## src/rtl/rrol_pkg.sv

```systemverilog
// ----------------------------------------------------------------------------
// Record ring package
// Field widths, command codes, record and result types, sequencer states.
// ----------------------------------------------------------------------------
package rrol_pkg;

    localparam int HANDLE_W = 32;
    localparam int LEN_W    = 16;
    localparam int OFS_W    = 20;

    localparam logic CMD_ADD  = 1'b0;
    localparam logic CMD_FIND = 1'b1;

    typedef struct packed {
        logic [HANDLE_W-1:0] handle;
        logic [LEN_W-1:0]    length;
    } rec_t;

    typedef struct packed {
        logic             command;
        rec_t             rec;
        logic [OFS_W-1:0] seek_offset;
    } cmd_t;

    typedef struct packed {
        logic                found;
        logic [HANDLE_W-1:0] hit_handle;
        logic [LEN_W-1:0]    hit_length;
        logic [LEN_W-1:0]    byte_in_record;
        logic                evicted_valid;
        logic [HANDLE_W-1:0] evicted_handle;
    } res_t;

    typedef enum logic [2:0] {
        ST_IDLE,
        ST_ADD_RD,
        ST_ADD_WR,
        ST_FIND,
        ST_DONE
    } state_t;

endpackage

```

## src/rtl/rrol_if.sv

```systemverilog
// ----------------------------------------------------------------------------
// Record ring channels
// Valid/ready command and result channels.
// ----------------------------------------------------------------------------
interface rrol_cmd_if;
    logic                          valid;
    logic                          ready;
    logic                          command;
    logic [rrol_pkg::HANDLE_W-1:0] record_handle;
    logic [rrol_pkg::LEN_W-1:0]    record_length;
    logic [rrol_pkg::OFS_W-1:0]    seek_offset;

    modport source (output valid, command, record_handle, record_length, seek_offset,
                    input ready);
    modport sink   (input valid, command, record_handle, record_length, seek_offset,
                    output ready);
endinterface

interface rrol_res_if;
    logic                          valid;
    logic                          ready;
    logic                          found;
    logic [rrol_pkg::HANDLE_W-1:0] hit_handle;
    logic [rrol_pkg::LEN_W-1:0]    hit_length;
    logic [rrol_pkg::LEN_W-1:0]    byte_in_record;
    logic                          evicted_valid;
    logic [rrol_pkg::HANDLE_W-1:0] evicted_handle;

    modport source (output valid, found, hit_handle, hit_length, byte_in_record,
                    evicted_valid, evicted_handle, input ready);
    modport sink   (input valid, found, hit_handle, hit_length, byte_in_record,
                    evicted_valid, evicted_handle, output ready);
endinterface

```

## src/rtl/rrol_store.sv

```systemverilog
// ----------------------------------------------------------------------------
// Record store
// One write port, one read port with registered read data.
// ----------------------------------------------------------------------------
module rrol_store #(
    parameter int DEPTH = 16,
    parameter int PTR_W = $clog2(DEPTH)
) (
    input  logic              clk,
    input  logic              wr_en,
    input  logic [PTR_W-1:0]  wr_addr,
    input  rrol_pkg::rec_t    wr_rec,
    input  logic              rd_en,
    input  logic [PTR_W-1:0]  rd_addr,
    output rrol_pkg::rec_t    rd_rec
);
    import rrol_pkg::*;

    rec_t mem [DEPTH];
    rec_t rd_rec_reg;

    always_ff @(posedge clk)
    begin
        if (wr_en)
        begin
            mem[wr_addr] <= wr_rec;
        end
        if (rd_en)
        begin
            rd_rec_reg <= mem[rd_addr];
        end
    end

    assign rd_rec = rd_rec_reg;

endmodule

```

## src/rtl/rrol_seq.sv

```systemverilog
// ----------------------------------------------------------------------------
// Record ring sequencer
// Ring pointers plus one shared compare/subtract unit that walks the records.
// ----------------------------------------------------------------------------
module rrol_seq #(
    parameter int DEPTH = 16,
    parameter int PTR_W = $clog2(DEPTH),
    parameter int CNT_W = $clog2(DEPTH + 1)
) (
    input  logic              clk,
    input  logic              rst_n,
    input  logic              cmd_valid,
    output logic              cmd_ready,
    input  rrol_pkg::cmd_t    cmd_in,
    output logic              wr_en,
    output logic [PTR_W-1:0]  wr_addr,
    output rrol_pkg::rec_t    wr_rec,
    output logic              rd_en,
    output logic [PTR_W-1:0]  rd_addr,
    input  rrol_pkg::rec_t    rd_rec,
    input  logic              res_ready,
    output logic              res_valid,
    output rrol_pkg::res_t    res_out
);
    import rrol_pkg::*;

    function automatic logic [PTR_W-1:0] next_slot(input logic [PTR_W-1:0] p);
        next_slot = (p == PTR_W'(DEPTH - 1)) ? '0 : p + 1'b1;
    endfunction

    state_t            state_reg, state_next;
    logic [PTR_W-1:0]  wp_reg, wp_next;
    logic [PTR_W-1:0]  rp_reg, rp_next;
    logic              full_reg, full_next;
    logic [PTR_W-1:0]  pos_reg, pos_next;
    logic [CNT_W-1:0]  issue_reg, issue_next;
    logic [CNT_W-1:0]  count_reg, count_next;
    logic              dvld_reg, dvld_next;
    logic [OFS_W-1:0]  rem_reg, rem_next;
    rec_t              rec_reg, rec_next;
    res_t              res_reg, res_next;

    // shared unit: remaining offset against the length just read
    logic [OFS_W-1:0]  len_ext;
    logic              hit;
    logic [OFS_W-1:0]  rem_sub;
    logic              accept;
    logic              walk_done;
    logic [CNT_W-1:0]  stored;

    assign len_ext   = {{(OFS_W - LEN_W){1'b0}}, rd_rec.length};
    assign hit       = dvld_reg && (rem_reg < len_ext);
    assign rem_sub   = rem_reg - len_ext;
    assign accept    = cmd_valid && cmd_ready;
    assign walk_done = (issue_reg == count_reg);

    always_comb
    begin
        if (full_reg)
        begin
            stored = CNT_W'(DEPTH);
        end
        else if (wp_reg >= rp_reg)
        begin
            stored = CNT_W'(wp_reg) - CNT_W'(rp_reg);
        end
        else
        begin
            stored = CNT_W'(DEPTH) - CNT_W'(rp_reg) + CNT_W'(wp_reg);
        end
    end

    // next state
    always_comb
    begin
        state_next = state_reg;
        unique case (state_reg)
            ST_IDLE:
            begin
                if (accept)
                begin
                    state_next = (cmd_in.command == CMD_FIND) ? ST_FIND : ST_ADD_RD;
                end
            end
            ST_ADD_RD: state_next = ST_ADD_WR;
            ST_ADD_WR: state_next = ST_DONE;
            ST_FIND:
            begin
                if (hit || walk_done)
                begin
                    state_next = ST_DONE;
                end
            end
            ST_DONE:
            begin
                if (res_ready)
                begin
                    state_next = ST_IDLE;
                end
            end
            default: state_next = ST_IDLE;
        endcase
    end

    // outputs
    always_comb
    begin
        cmd_ready = 1'b0;
        rd_en     = 1'b0;
        rd_addr   = rp_reg;
        wr_en     = 1'b0;
        wr_addr   = wp_reg;
        wr_rec    = rec_reg;
        res_valid = 1'b0;
        unique case (state_reg)
            ST_IDLE:   cmd_ready = 1'b1;
            ST_ADD_RD: rd_en = 1'b1;
            ST_ADD_WR: wr_en = 1'b1;
            ST_FIND:
            begin
                rd_en   = !walk_done;
                rd_addr = pos_reg;
            end
            ST_DONE:   res_valid = 1'b1;
            default:   cmd_ready = 1'b0;
        endcase
    end

    // datapath
    always_comb
    begin
        wp_next    = wp_reg;
        rp_next    = rp_reg;
        full_next  = full_reg;
        pos_next   = pos_reg;
        issue_next = issue_reg;
        count_next = count_reg;
        dvld_next  = 1'b0;
        rem_next   = rem_reg;
        rec_next   = rec_reg;
        res_next   = res_reg;
        unique case (state_reg)
            ST_IDLE:
            begin
                if (accept)
                begin
                    rec_next   = cmd_in.rec;
                    rem_next   = cmd_in.seek_offset;
                    pos_next   = rp_reg;
                    issue_next = '0;
                    count_next = stored;
                end
            end
            ST_ADD_WR:
            begin
                res_next = '0;
                if (full_reg)
                begin
                    res_next.evicted_valid  = 1'b1;
                    res_next.evicted_handle = rd_rec.handle;
                    rp_next = next_slot(rp_reg);
                end
                wp_next   = next_slot(wp_reg);
                full_next = (next_slot(wp_reg) == rp_next);
            end
            ST_FIND:
            begin
                if (!walk_done)
                begin
                    pos_next   = next_slot(pos_reg);
                    issue_next = issue_reg + 1'b1;
                    dvld_next  = 1'b1;
                end
                if (dvld_reg && !hit)
                begin
                    rem_next = rem_sub;
                end
                if (hit || walk_done)
                begin
                    res_next = '0;
                    if (hit)
                    begin
                        res_next.found          = 1'b1;
                        res_next.hit_handle     = rd_rec.handle;
                        res_next.hit_length     = rd_rec.length;
                        res_next.byte_in_record = rem_reg[LEN_W-1:0];
                    end
                end
            end
            default:
            begin
                dvld_next = 1'b0;
            end
        endcase
    end

    always_ff @(posedge clk or negedge rst_n)
    begin
        if (!rst_n)
        begin
            state_reg <= ST_IDLE;
            wp_reg    <= '0;
            rp_reg    <= '0;
            full_reg  <= 1'b0;
            issue_reg <= '0;
            count_reg <= '0;
            dvld_reg  <= 1'b0;
        end
        else
        begin
            state_reg <= state_next;
            wp_reg    <= wp_next;
            rp_reg    <= rp_next;
            full_reg  <= full_next;
            issue_reg <= issue_next;
            count_reg <= count_next;
            dvld_reg  <= dvld_next;
        end
    end

    always_ff @(posedge clk)
    begin
        pos_reg <= pos_next;
        rem_reg <= rem_next;
        rec_reg <= rec_next;
        res_reg <= res_next;
    end

    assign res_out = res_reg;

endmodule

```

## src/rtl/record_ring_with_offset_lookup_top.sv

```systemverilog
// ----------------------------------------------------------------------------
// Record ring with offset lookup
// Overwriting ring of DEPTH (handle, length) records with an offset search.
// ----------------------------------------------------------------------------
//  channel  modport  transaction
//  cmd      sink     add record / find record holding seek_offset
//  res      source   one result per command
//
//  Add: accept, read oldest slot, write, hand the result over.
//  Find: one stored record per cycle through the shared compare/subtract unit
//  (records oldest first, read one per cycle from the store), stops at the hit
//  or after the newest stored record.
//  Reset clears pointers, full flag and control; record store is not cleared.
//  A stalled result sits in the output register; the next command is taken
//  meanwhile, and its result waits in the sequencer until the register frees.
// ----------------------------------------------------------------------------
module record_ring_with_offset_lookup_top #(
    parameter int DEPTH = 16
) (
    input  logic        clk,
    input  logic        rst_n,
    rrol_cmd_if.sink    cmd,
    rrol_res_if.source  res
);
    import rrol_pkg::*;

    localparam int PTR_W = $clog2(DEPTH);

    cmd_t              cmd_data;
    logic              wr_en;
    logic [PTR_W-1:0]  wr_addr;
    rec_t              wr_rec;
    logic              rd_en;
    logic [PTR_W-1:0]  rd_addr;
    rec_t              rd_rec;
    logic              seq_res_valid;
    logic              seq_res_ready;
    res_t              seq_res;

    // output register
    logic              out_valid_reg;
    res_t              out_data_reg;

    assign cmd_data.command     = cmd.command;
    assign cmd_data.rec.handle  = cmd.record_handle;
    assign cmd_data.rec.length  = cmd.record_length;
    assign cmd_data.seek_offset = cmd.seek_offset;

    rrol_store #(
        .DEPTH (DEPTH)
    ) u_store (
        .clk     (clk),
        .wr_en   (wr_en),
        .wr_addr (wr_addr),
        .wr_rec  (wr_rec),
        .rd_en   (rd_en),
        .rd_addr (rd_addr),
        .rd_rec  (rd_rec)
    );

    rrol_seq #(
        .DEPTH (DEPTH)
    ) u_seq (
        .clk       (clk),
        .rst_n     (rst_n),
        .cmd_valid (cmd.valid),
        .cmd_ready (cmd.ready),
        .cmd_in    (cmd_data),
        .wr_en     (wr_en),
        .wr_addr   (wr_addr),
        .wr_rec    (wr_rec),
        .rd_en     (rd_en),
        .rd_addr   (rd_addr),
        .rd_rec    (rd_rec),
        .res_ready (seq_res_ready),
        .res_valid (seq_res_valid),
        .res_out   (seq_res)
    );

    // register is free when empty or being drained this cycle
    assign seq_res_ready = !out_valid_reg || res.ready;

    always_ff @(posedge clk or negedge rst_n)
    begin
        if (!rst_n)
        begin
            out_valid_reg <= 1'b0;
        end
        else if (seq_res_ready)
        begin
            out_valid_reg <= seq_res_valid;
        end
    end

    always_ff @(posedge clk)
    begin
        if (seq_res_ready && seq_res_valid)
        begin
            out_data_reg <= seq_res;
        end
    end

    assign res.valid          = out_valid_reg;
    assign res.found          = out_data_reg.found;
    assign res.hit_handle     = out_data_reg.hit_handle;
    assign res.hit_length     = out_data_reg.hit_length;
    assign res.byte_in_record = out_data_reg.byte_in_record;
    assign res.evicted_valid  = out_data_reg.evicted_valid;
    assign res.evicted_handle = out_data_reg.evicted_handle;

endmodule

```

## src/flat_wrapper.sv

```systemverilog
// flat-port wrapper written by rule: the top's interface ports become plain ports
module record_ring_with_offset_lookup_top_flat import rrol_pkg::*;
#(
    parameter int DEPTH = 16
)
  (clk, rst_n, cmd_valid, cmd_command, cmd_record_handle, cmd_record_length, cmd_seek_offset, cmd_ready, res_valid, res_found, res_hit_handle, res_hit_length, res_byte_in_record, res_evicted_valid, res_evicted_handle, res_ready);
  rrol_cmd_if cmd_i ();
  rrol_res_if res_i ();
  input  logic clk;
  input  logic rst_n;
  input wire logic [$bits(cmd_i.valid)-1:0] cmd_valid;
  input wire logic [$bits(cmd_i.command)-1:0] cmd_command;
  input wire logic [$bits(cmd_i.record_handle)-1:0] cmd_record_handle;
  input wire logic [$bits(cmd_i.record_length)-1:0] cmd_record_length;
  input wire logic [$bits(cmd_i.seek_offset)-1:0] cmd_seek_offset;
  output wire logic [$bits(cmd_i.ready)-1:0] cmd_ready;
  output wire logic [$bits(res_i.valid)-1:0] res_valid;
  output wire logic [$bits(res_i.found)-1:0] res_found;
  output wire logic [$bits(res_i.hit_handle)-1:0] res_hit_handle;
  output wire logic [$bits(res_i.hit_length)-1:0] res_hit_length;
  output wire logic [$bits(res_i.byte_in_record)-1:0] res_byte_in_record;
  output wire logic [$bits(res_i.evicted_valid)-1:0] res_evicted_valid;
  output wire logic [$bits(res_i.evicted_handle)-1:0] res_evicted_handle;
  input wire logic [$bits(res_i.ready)-1:0] res_ready;
  assign cmd_i.valid = cmd_valid;
  assign cmd_i.command = cmd_command;
  assign cmd_i.record_handle = cmd_record_handle;
  assign cmd_i.record_length = cmd_record_length;
  assign cmd_i.seek_offset = cmd_seek_offset;
  assign cmd_ready = cmd_i.ready;
  assign res_valid = res_i.valid;
  assign res_found = res_i.found;
  assign res_hit_handle = res_i.hit_handle;
  assign res_hit_length = res_i.hit_length;
  assign res_byte_in_record = res_i.byte_in_record;
  assign res_evicted_valid = res_i.evicted_valid;
  assign res_evicted_handle = res_i.evicted_handle;
  assign res_i.ready = res_ready;
  record_ring_with_offset_lookup_top #(.DEPTH(DEPTH)) u_core (.clk(clk), .rst_n(rst_n), .cmd(cmd_i), .res(res_i));
endmodule
```

## config.mk

```make
export PLATFORM = sky130hd
export DESIGN_NAME = record_ring_with_offset_lookup_top_flat
export DESIGN_NICKNAME = d
export VERILOG_FILES = /design/src/rtl/rrol_pkg.sv /design/src/rtl/rrol_if.sv /design/src/rtl/rrol_store.sv /design/src/rtl/rrol_seq.sv /design/src/rtl/record_ring_with_offset_lookup_top.sv /design/src/flat_wrapper.sv
export SDC_FILE = /design/constraint.sdc
export NUM_CORES = 1
export LEC_CHECK = 0
export BUFFER_PORTS_ARGS = -buffer_cell sky130_fd_sc_hd__buf_2
export CAP_MARGIN = 10
export CORE_UTILIZATION = 38
export CTS_BUF_LIST = sky130_fd_sc_hd__clkbuf_16
export CTS_CLUSTER_DIAMETER = 200
export DETAILED_ROUTE_END_ITERATION = 8
export GPL_TIMING_DRIVEN = 0
export PLACE_DENSITY = 0.53
export REMOVE_ABC_BUFFERS = 1
export SETUP_SLACK_MARGIN = 0.1
export SKIP_LAST_GASP = 1
export SLEW_MARGIN = 0
export SYNTH_ARGS = -nofsm -noshare
export SYNTH_HDL_FRONTEND = slang
export SYNTH_SLANG_ARGS = --single-unit
```

## constraint.sdc

```tcl
create_clock -name clk -period 5.75 [get_ports clk]
set_input_delay 1.725 -clock clk [delete_from_list [all_inputs] [get_ports clk]]
set_output_delay 1.725 -clock clk [all_outputs]
set_load 0.005 [all_outputs]
```

==> results of run 1 <==
-- synthesized netlist by cell type, types with 7 or more instances --
cell | instances | share of area (%)
a21oi_1 | 28 | 0.32
a221oi_1 | 28 | 0.57
a221oi_2 | 20 | 0.69
a31oi_1 | 54 | 0.78
a32oi_1 | 48 | 0.97
and2_1 | 68 | 0.98
and3_1 | 33 | 0.48
buf_1 | 9 | 0.078
buf_2 | 65 | 0.75
buf_4 | 7 | 0.12
clkbuf_1 | 94 | 0.81
dfrtp_1 | 24 | 1.4
edfxtp_1 | 1084 | 75
ha_1 | 27 | 0.78
inv_1 | 32 | 0.28
mux2i_1 | 7 | 0.16
nand2_1 | 833 | 7.2
nand2b_1 | 8 | 0.12
nand3_1 | 156 | 1.8
nand3b_1 | 49 | 0.85
nor2_1 | 38 | 0.33
nor2b_1 | 50 | 0.72
nor3_1 | 11 | 0.13
o21ai_0 | 139 | 1.6
o221ai_1 | 49 | 0.99
xnor2_1 | 15 | 0.30
xor2_1 | 17 | 0.34
-- how the worst max path moves through the flow --
stage	from	to	slack [ns]	depth (start not counted)
floorplan	u_core.u_seq.state_reg[2]	u_core.u_store.rd_rec[0]	-8.08	6
global placement	u_core.u_seq.state_reg[0]	u_core.u_store.rd_rec[33]	-20.10	6
detailed placement	u_core.u_seq.state_reg[1]	u_core.u_store.rd_rec[46]	1.31	9
CTS	u_core.u_seq.state_reg[2]	u_core.u_store.rd_rec[46]	1.29	9
global route	u_core.u_seq.state_reg[1]	u_core.u_store.rd_rec[46]	1.02	9
finish	u_core.u_seq.state_reg[1]	u_core.u_store.rd_rec[46]	1.37	9
-- per-stage QoR --
stage               utilization, %  setup TNS (ns)  hold slack [ns]  cells
global placement              40.1        -3708.20            0.402   4542
CTS                           45.2               0            0.401   4856
detailed placement            42.0               0            0.405   4643
global route                  45.2               0            0.412   4857
floorplan                        -         -503.32            0.400   2870
finish                        45.2               0            0.397   4863
-- cells in the final DEF, fill, tap and decap left out, types with 33 or more instances in the layout --
cell type	instances
a32oi_1	48
nor2b_1	50
inv_1	51
edfxtp_1	1084
a31oi_1	53
and2_1	68
o221ai_1	49
nand3_1	156
and3_1	33
clkinv_1	35
buf_12	49
nand3b_1	49
clkbuf_16	118
nand2_1	830
buf_2	172
o21ai_0	139
-- where the power goes --
group | switching, mW | internal, mW
Combinational | 4.65 | 2.70
Sequential | 0.748 | 10.6
Clock | 3.06 | 4.02
-- kinds of logic after synthesis --
family | synth area share [%]
flip-flops | 76.6
multiplexers | 0.240
AO/OA/AOI/OAI | 6.54
buffers and inverters | 2.24
adder cells (fa/ha/maj) | 0.873
XOR/XNOR | 0.647
AND/OR/NAND/NOR | 12.9
-- layout make-up --
cell class | instances | area [um^2] | area share, %
Clock buffer | 118 | 2950 | 5.79
Multi-Input combinational cell | 1729 | 9390 | 18.4
Clock inverter | 95 | 647 | 1.27
Sequential cell | 1108 | 33200 | 65.1
Timing Repair Buffer | 273 | 2790 | 5.48
Inverter | 33 | 129 | 0.253
Tap cell | 1500 | 1880 | 3.68
Antenna cell | 7 | 17.5 | 0.0344
-- per-layer routing --
layer	part of all wire (%)	vias to the layer above
met5	0.0069	-
met4	2.1	2
met3	4.7	141
met2	48	580
met1	45	12209
li1	-	11712
-- worst max-delay path, stage by stage, from the launching register on --
cell and delay (ns):
dfrtp_1 0.56, nand3b_4 0.90, a21o_4 0.78, buf_16 0.29, buf_16 0.25, buf_16 0.25, a221oi_1 0.36, a31oi_1 0.10
a32oi_1 0.21, o221ai_1 0.23
==> metrics.cfg, run 1 <==
[placed_design]
hpwlAfterDp_mm = 61.8
portBuffers = 172
place_congestion = 0.731
pre_cts_ws_ns = 1.31
place_area_um2 = 47300

[grt]
busiest_layer = met2
met1_usage_pct = 24.1
overflow = 0
grt_max_degree = 82
antenna_found_initial = 8
grt_first_pass_wirelength_mm = 153
met3_usage_pct = 2.44
grt_use_total_pct = 17.5
grt_pass1_vias = 24152
grt_util_met2_pct = 28.9

[floorplan]
start_util_pct = 38.4
num_rows = 123
coreArea_um2 = 113000
die_h_um = 340
io_pins = 173
die_x_um = 340
die_area_um2 = 115000

[logic_synthesis]
synth-main-ff-cell = edfxtp_1
synth-edff-count = 1084
avgSynthCellArea_um2 = 14.2
syn-cell-area_um2 = 43300
yosysUniqueCellTypes = 58
ys_seq_area_share_pct = 76.6
synth_cells = 3055
async_flop_share_pct = 2.17
yosysWarnings = 0
ys_seq_elements = 1108

[hold_path]
min_path_type = flop to flop
min_path_cells = 0
hp-start = u_core.u_seq.res_out[51]
hold-path-endpoint = u_core.res.hit_length[2]

[routing]
drt_pass1_iterations = 5
vias = 24644
drtAntennaViolNets = 0
drt-initial-drc-count = 2052
drc = 0
wire_per_inst_um = 20.8
routed_wl_mm = 101
vias_per_cell = 5.07

[cts]
cts_resized = 0
h-tree-depth = 3
cts_tree = built
clock_sinks = 1108
worstSkewPairLatency_ns = 0.70
ctsHoldBuffers = 0
clk_pin_slew_ns = 0.06
postCtsSetupBuffers = 0
numCtsBuffers = 116
root_buffer = clkbuf_16
clockBufferDepth = 3

[worst_setup_path]
rr_worst_depth = 9
worstSetupPathType = flop to flop
regToRegStartpoint = u_core.u_seq.state_reg[1]
crit_path_start_kind = flop
endpoint_kind = flop
worstPathRequired_ns = 6.12
r2r_slack_ns = 1.37
timing.rr.end = u_core.u_store.rd_rec[46]
critPathMaxFanout = 84
crit_arrival_ns = 4.76

[finish]
final_layout_size_suffix_gt1_share_pct = 14.6
top_register = u_core.u_store.mem
syn_to_final_growth_pct = 17.7
fillerInstances = 9924
fin_area_um2 = 51000
nNetsFinal = 3363
largest_reg_flops = 768

[sta]
tightest_slew_ns = 1.29
finalClockSkew_ns = 0.0363
finalCritPeriodShare_pct = 76.2
rsz0062_at_grt = false
fmax_ghz = 0.228
maxSlewViolCount = 0
slew_headroom_pct = 13.9
fin_ws_ns = 1.37
finalHoldViolCount = 0
setup_violations = 0
post-route-min-period_ns = 4.38

[run]
drv_cap = 0

[power]
power_per_cell_area_nw_per_um2 = 506
ir_drop_v = 0.000374
leakage_nw = 18.1
fin_total_pwr_mw = 25.8

[run_status]
status = complete, no violations

No activity file was read; power rests on OpenSTA's default activity.
==> run 2, diff against run 1 <==
- clock period: 5.75 -> 3.9 ns (I/O delays scaled with it)
==> metrics.cfg, run 2 (same netlist as run 1, synthesis figures left out) <==
[run_status]
status = complete, no violations

[routing]
routed_wl_mm = 105
drc = 0
vias = 24993
drtAntennaViolNets = 0
drt_pass1_iterations = 5
drt-initial-drc-count = 2178
vias_per_cell = 5.13
wire_per_inst_um = 21.6

[power]
switching_share_pct = 33.2
ir_drop_v = 0.000557
leakage_nw = 18.1
p_switching_mw = 12.7
seqPwrFrac_pct = 44.0
clock_power_share_pct = 27.3
p_int_mw = 25.6
combPwrFrac_pct = 28.7
power_per_cell_area_nw_per_um2 = 749

[worst_setup_path]
r2r_slack_ns = 0.27
cp_slowest_cell = nor2_4
slowest_delay_ns = 0.79
crit_arrival_ns = 4.02
regToRegStartpoint = u_core.u_seq.state_reg[1]
crit_path_start_kind = flop
endpoint_kind = flop
timing.rr.end = u_core.u_store.mem[13][18]
critPathTopFamily = simple AND/OR/NAND/NOR gates
rr_worst_depth = 6
path_buf_inv = 2
worstSetupPathType = flop to flop
cp_cell_sequence = nand2b_1, nor2_2, nand2_1, nor2_4, buf_12, buf_16
worstPathRequired_ns = 4.29
critPathMaxFanout = 21

[finish]
layout_common_cells = edfxtp_1, nand2_1, buf_2, nand3_1, o21ai_0
syn_to_final_growth_pct = 18.0
top_register = u_core.u_store.mem
final_common_cell = edfxtp_1
final_layout_size_suffix_gt1_share_pct = 15.1
nNetsFinal = 3378
postLayoutCoreUtil_pct = 45.3
largest_reg_flops = 768
fillerInstances = 9909

[floorplan]
die_area_um2 = 115000
die_h_um = 340
start_util_pct = 38.4
num_rows = 123
die_x_um = 340
io_pins = 173
coreArea_um2 = 113000

[placed_design]
pre_cts_ws_ns = -0.538
portBuffers = 172
place_congestion = 0.731
hpwlAfterDp_mm = 61.8

[grt]
grt_pass1_vias = 24369
overflow = 0
grt_max_degree = 78
busiest_layer = met2
grt_first_pass_wirelength_mm = 157
met1_usage_pct = 24.8
met3_usage_pct = 2.59
antenna_found_initial = 8
grt_use_total_pct = 18.2
grt_util_met2_pct = 29.9

[hold_path]
hp-start = u_core.u_seq.res_out[51]
min_path_type = flop to flop
min_path_cells = 0
hold-path-endpoint = u_core.res.hit_length[2]

[sta]
setup_violations = 0
maxSlewViolCount = 0
slew_headroom_pct = 23.9
hold_slack_ns = 0.397
finalClockSkew_ns = 0.0363
fin_ws_ns = 0.270
post-route-min-period_ns = 3.63
finalHoldViolCount = 0
rsz0062_at_grt = false
fmax_ghz = 0.275
tightest_slew_ns = 1.13
finalCritPeriodShare_pct = 93.1

[cts]
clockBufferDepth = 3
clock_sinks = 1108
h-tree-depth = 3
worstSkewPairLatency_ns = 0.70
ctsHoldBuffers = 0
clk_pin_slew_ns = 0.06
cts_tree = built
numCtsBuffers = 116
root_buffer = clkbuf_16

[run]
drv_cap = 0

[run 2: cell types whose count changed in the layout (fill, tap and decap cells not counted), moves of 2 or more]
| cell | change |
|---|---|
| dfrtp_1 | -3 |
| diode_2 | -4 |
| and4b_2 | +2 |
| dfrtp_2 | +3 |
| buf_4 | +8 |
| nand3b_2 | +3 |
[run 2: metal layers]
| layer | wire length [um] | vias to the layer above |
|---|---|---|
| li1 | - | 11754 |
| met1 | 46600 | 12421 |
| met2 | 50600 | 650 |
| met3 | 5360 | 166 |
| met4 | 2790 | 2 |
| met5 | 7 | - |
[run 2: how the worst max path moves through the flow]
stage,start,to,slack [ns],cells after the start
finish,u_core.u_seq.state_reg[1],u_core.u_store.mem[13][18],0.27,6
global route,u_core.u_seq.state_reg[1],u_core.u_store.mem[13][18],0.1,6
CTS,u_core.u_seq.state_reg[0],u_core.u_store.rd_rec[46],0.14,9
detailed placement,u_core.u_seq.state_reg[1],u_core.u_store.rd_rec[46],-0.54,9
global placement,u_core.u_seq.state_reg[0],u_core.u_store.rd_rec[33],-21.95,6
floorplan,u_core.u_seq.state_reg[2],u_core.u_store.rd_rec[0],-9.93,6
[run 2: power by group through the flow]
stage	Sequential (mW)	Clock, mW	Combinational (mW)
final	16.8	10.5	11.0
after global routing	17.0	11.1	12.2
after CTS	16.9	10.7	11.1
after detailed placement	17.0	0	11.0
after global placement	16.8	0	6.71
after floorplan	16.7	0	6.00
[run 2: layout make-up]
type                    instances  area (um^2)  area share, %
clock buffers                 118         2950           5.78
diodes                          3         7.51         0.0147
inverters                      33          129          0.252
well taps                    1500         1880           3.67
repair buffers                282         2870           5.62
clock inverters                95          647           1.27
flip-flops and latches       1108        33200           64.9
multi-input cells            1735         9470           18.5
[run 2: timing repair]
item | CTS | global route
resized for setup | 4 | 1
gates cloned | 6 | 0
setup endpoints to repair | 52 | 53
pin swaps | 2 | 1
buffers inserted | 3 | 6
[run 2: through the flow]
step / cell area, um^2 / TNS (ns) / std cells / power, mW
floorplan: 42500 / -1217.48 / 2870 / 22.7
global placement: 45200 / -5772.58 / 4542 / 23.5
detailed placement: 47300 / -5.32 / 4643 / 28.0
CTS: 51000 / 0 / 4865 / 38.7
global route: 51100 / 0 / 4872 / 40.4
finish: 51100 / 0 / 4874 / 38.3
==> run 3, diff against run 2 <==
- CELL_PAD_IN_SITES_DETAIL_PLACEMENT: unset -> 0
- CELL_PAD_IN_SITES_GLOBAL_PLACEMENT: unset -> 1
- PLACE_DENSITY: 0.53 -> 0.62
==> metrics.cfg, run 3 (same netlist as run 1, synthesis figures left out) <==
[worst_setup_path]
worstSetupPathType = flop to flop
rr_worst_depth = 8
regToRegStartpoint = u_core.u_seq.state_reg[1]
crit_start = u_core.u_seq.state_reg[1]
r2r_slack_ns = 0.20
endpoint_kind = flop
crit_path_start_kind = flop
crit_arrival_ns = 4.05
timing.rr.end = u_core.u_store.rd_rec[37]
worstPathRequired_ns = 4.26
critPathMaxFanout = 75
crit_end = u_core.u_store.rd_rec[37]

[cts]
clock_sinks = 1108
ctsHoldBuffers = 0
h-tree-depth = 3
numCtsBuffers = 113
clockBufferDepth = 3
worstSkewPairLatency_ns = 0.70
clk_pin_slew_ns = 0.06
root_buffer = clkbuf_16
cts_tree = built

[floorplan]
num_rows = 123
coreArea_um2 = 113000
die_h_um = 340
start_util_pct = 38.4
die_x_um = 340
die_area_um2 = 115000
io_pins = 173

[placed_design]
place_congestion = 0.736
hpwlAfterDp_mm = 65.7
portBuffers = 172

[sta]
hold_slack_ns = 0.417
finalClockSkew_ns = 0.0208
finalCritPeriodShare_pct = 94.8
post-route-min-period_ns = 3.70
finalHoldViolCount = 0
slew_headroom_pct = 27.1
finalSetupTns_ns = 0
maxSlewViolCount = 0
rsz0062_at_grt = false
fmax_ghz = 0.271
setup_violations = 0
tightest_slew_ns = 1.09

[routing]
drtAntennaViolNets = 0
wire_per_inst_um = 22.6
drc = 0
vias_per_cell = 5.27
vias = 25557
drt-initial-drc-count = 2496
routed_wl_mm = 110
drt_pass1_iterations = 6

[grt]
antenna_found_initial = 8
overflow = 0
grt_max_degree = 83
grt_first_pass_wirelength_mm = 162
grt_use_total_pct = 18.7
grt_pass1_vias = 25577

[run]
drv_cap = 0

[finish]
final_layout_size_suffix_gt1_share_pct = 14.6
syn_to_final_growth_pct = 17.5
layout_common_cells = edfxtp_1, nand2_1, buf_2, nand3_1, o21ai_0
final_common_cell = edfxtp_1
fillerInstances = 9815
multi_input_area_um2 = 9470
largest_reg_flops = 768
nNetsFinal = 3366
ff_latch_area_um2 = 33200
n_antenna_cell = 0
top_register = u_core.u_store.mem
postLayoutCoreUtil_pct = 45.1

[power]
leakage_nw = 18.1
ir_drop_v = 0.000429
fin_total_pwr_mw = 38.0
power_per_cell_area_nw_per_um2 = 747

[run_status]
status = complete, no violations

[hold_path]
min_path_type = flop to flop
hp-start = u_core.u_seq.res_out[63]

-- run 3: final cells by class --
class	count	share of cell area (%)
clock buffers	115	5.66
inverters	33	0.253
repair buffers	273	5.51
well taps	1500	3.69
clock inverters	83	1.08
flip-flops and latches	1108	65.2
multi-input cells	1735	18.6
-- run 3: worst min path at each step --
stage	endpoint	slack, ns	cells past startpoint
after floorplan	u_core.res.byte_in_record[0]	0.40	0
after global placement	u_core.res.byte_in_record[9]	0.40	0
after global routing	u_core.res.hit_handle[30]	0.42	0
final	u_core.res.hit_length[14]	0.42	0
after CTS	u_core.res.hit_handle[30]	0.41	0
after detailed placement	u_core.res.evicted_handle[0]	0.40	0
-- run 3: stage by stage --
stage / setup WS, ns / instances / cell area, um^2
after floorplan: -9.93 / 2870 / 42500
after global placement: -20.28 / 4542 / 45200
after detailed placement: -0.455 / 4640 / 47300
after CTS: 0.116 / 4843 / 50800
after global routing: 0.167 / 4847 / 50900
final: 0.204 / 4847 / 50900
-- run 3: power breakdown --
part	internal (mW)	switching (mW)	total, mW
clock	5.68	4.42	10.1
sequential	15.6	1.19	16.8
combinational	4.03	7.02	11.1
-- run 3: critical path, stage by stage (launching register included) --
cell	delay [ns]
dfrtp_2	0.73
nand3b_4	0.50
a21o_4	0.54
buf_16	0.27
buf_16	0.26
a221oi_2	0.33
a31oi_1	0.07
a32oi_1	0.22
o221ai_1	0.30
-- run 3: what timing repair did --
| action | in CTS | in global routing |
|---|---|---|
| buffers inserted | 0 | 3 |
| pin swaps | 2 | 2 |
| gates cloned | 5 | 1 |
| resized for setup | 5 | 2 |
| endpoints found under the setup margin | 38 | 33 |
-- run 3: metal layers --
layer,routed length (um),track usage (%)
met3,5980,2.68
met2,53900,31.7
met4,2590,5.63
met5,13,0
met1,47300,24.9
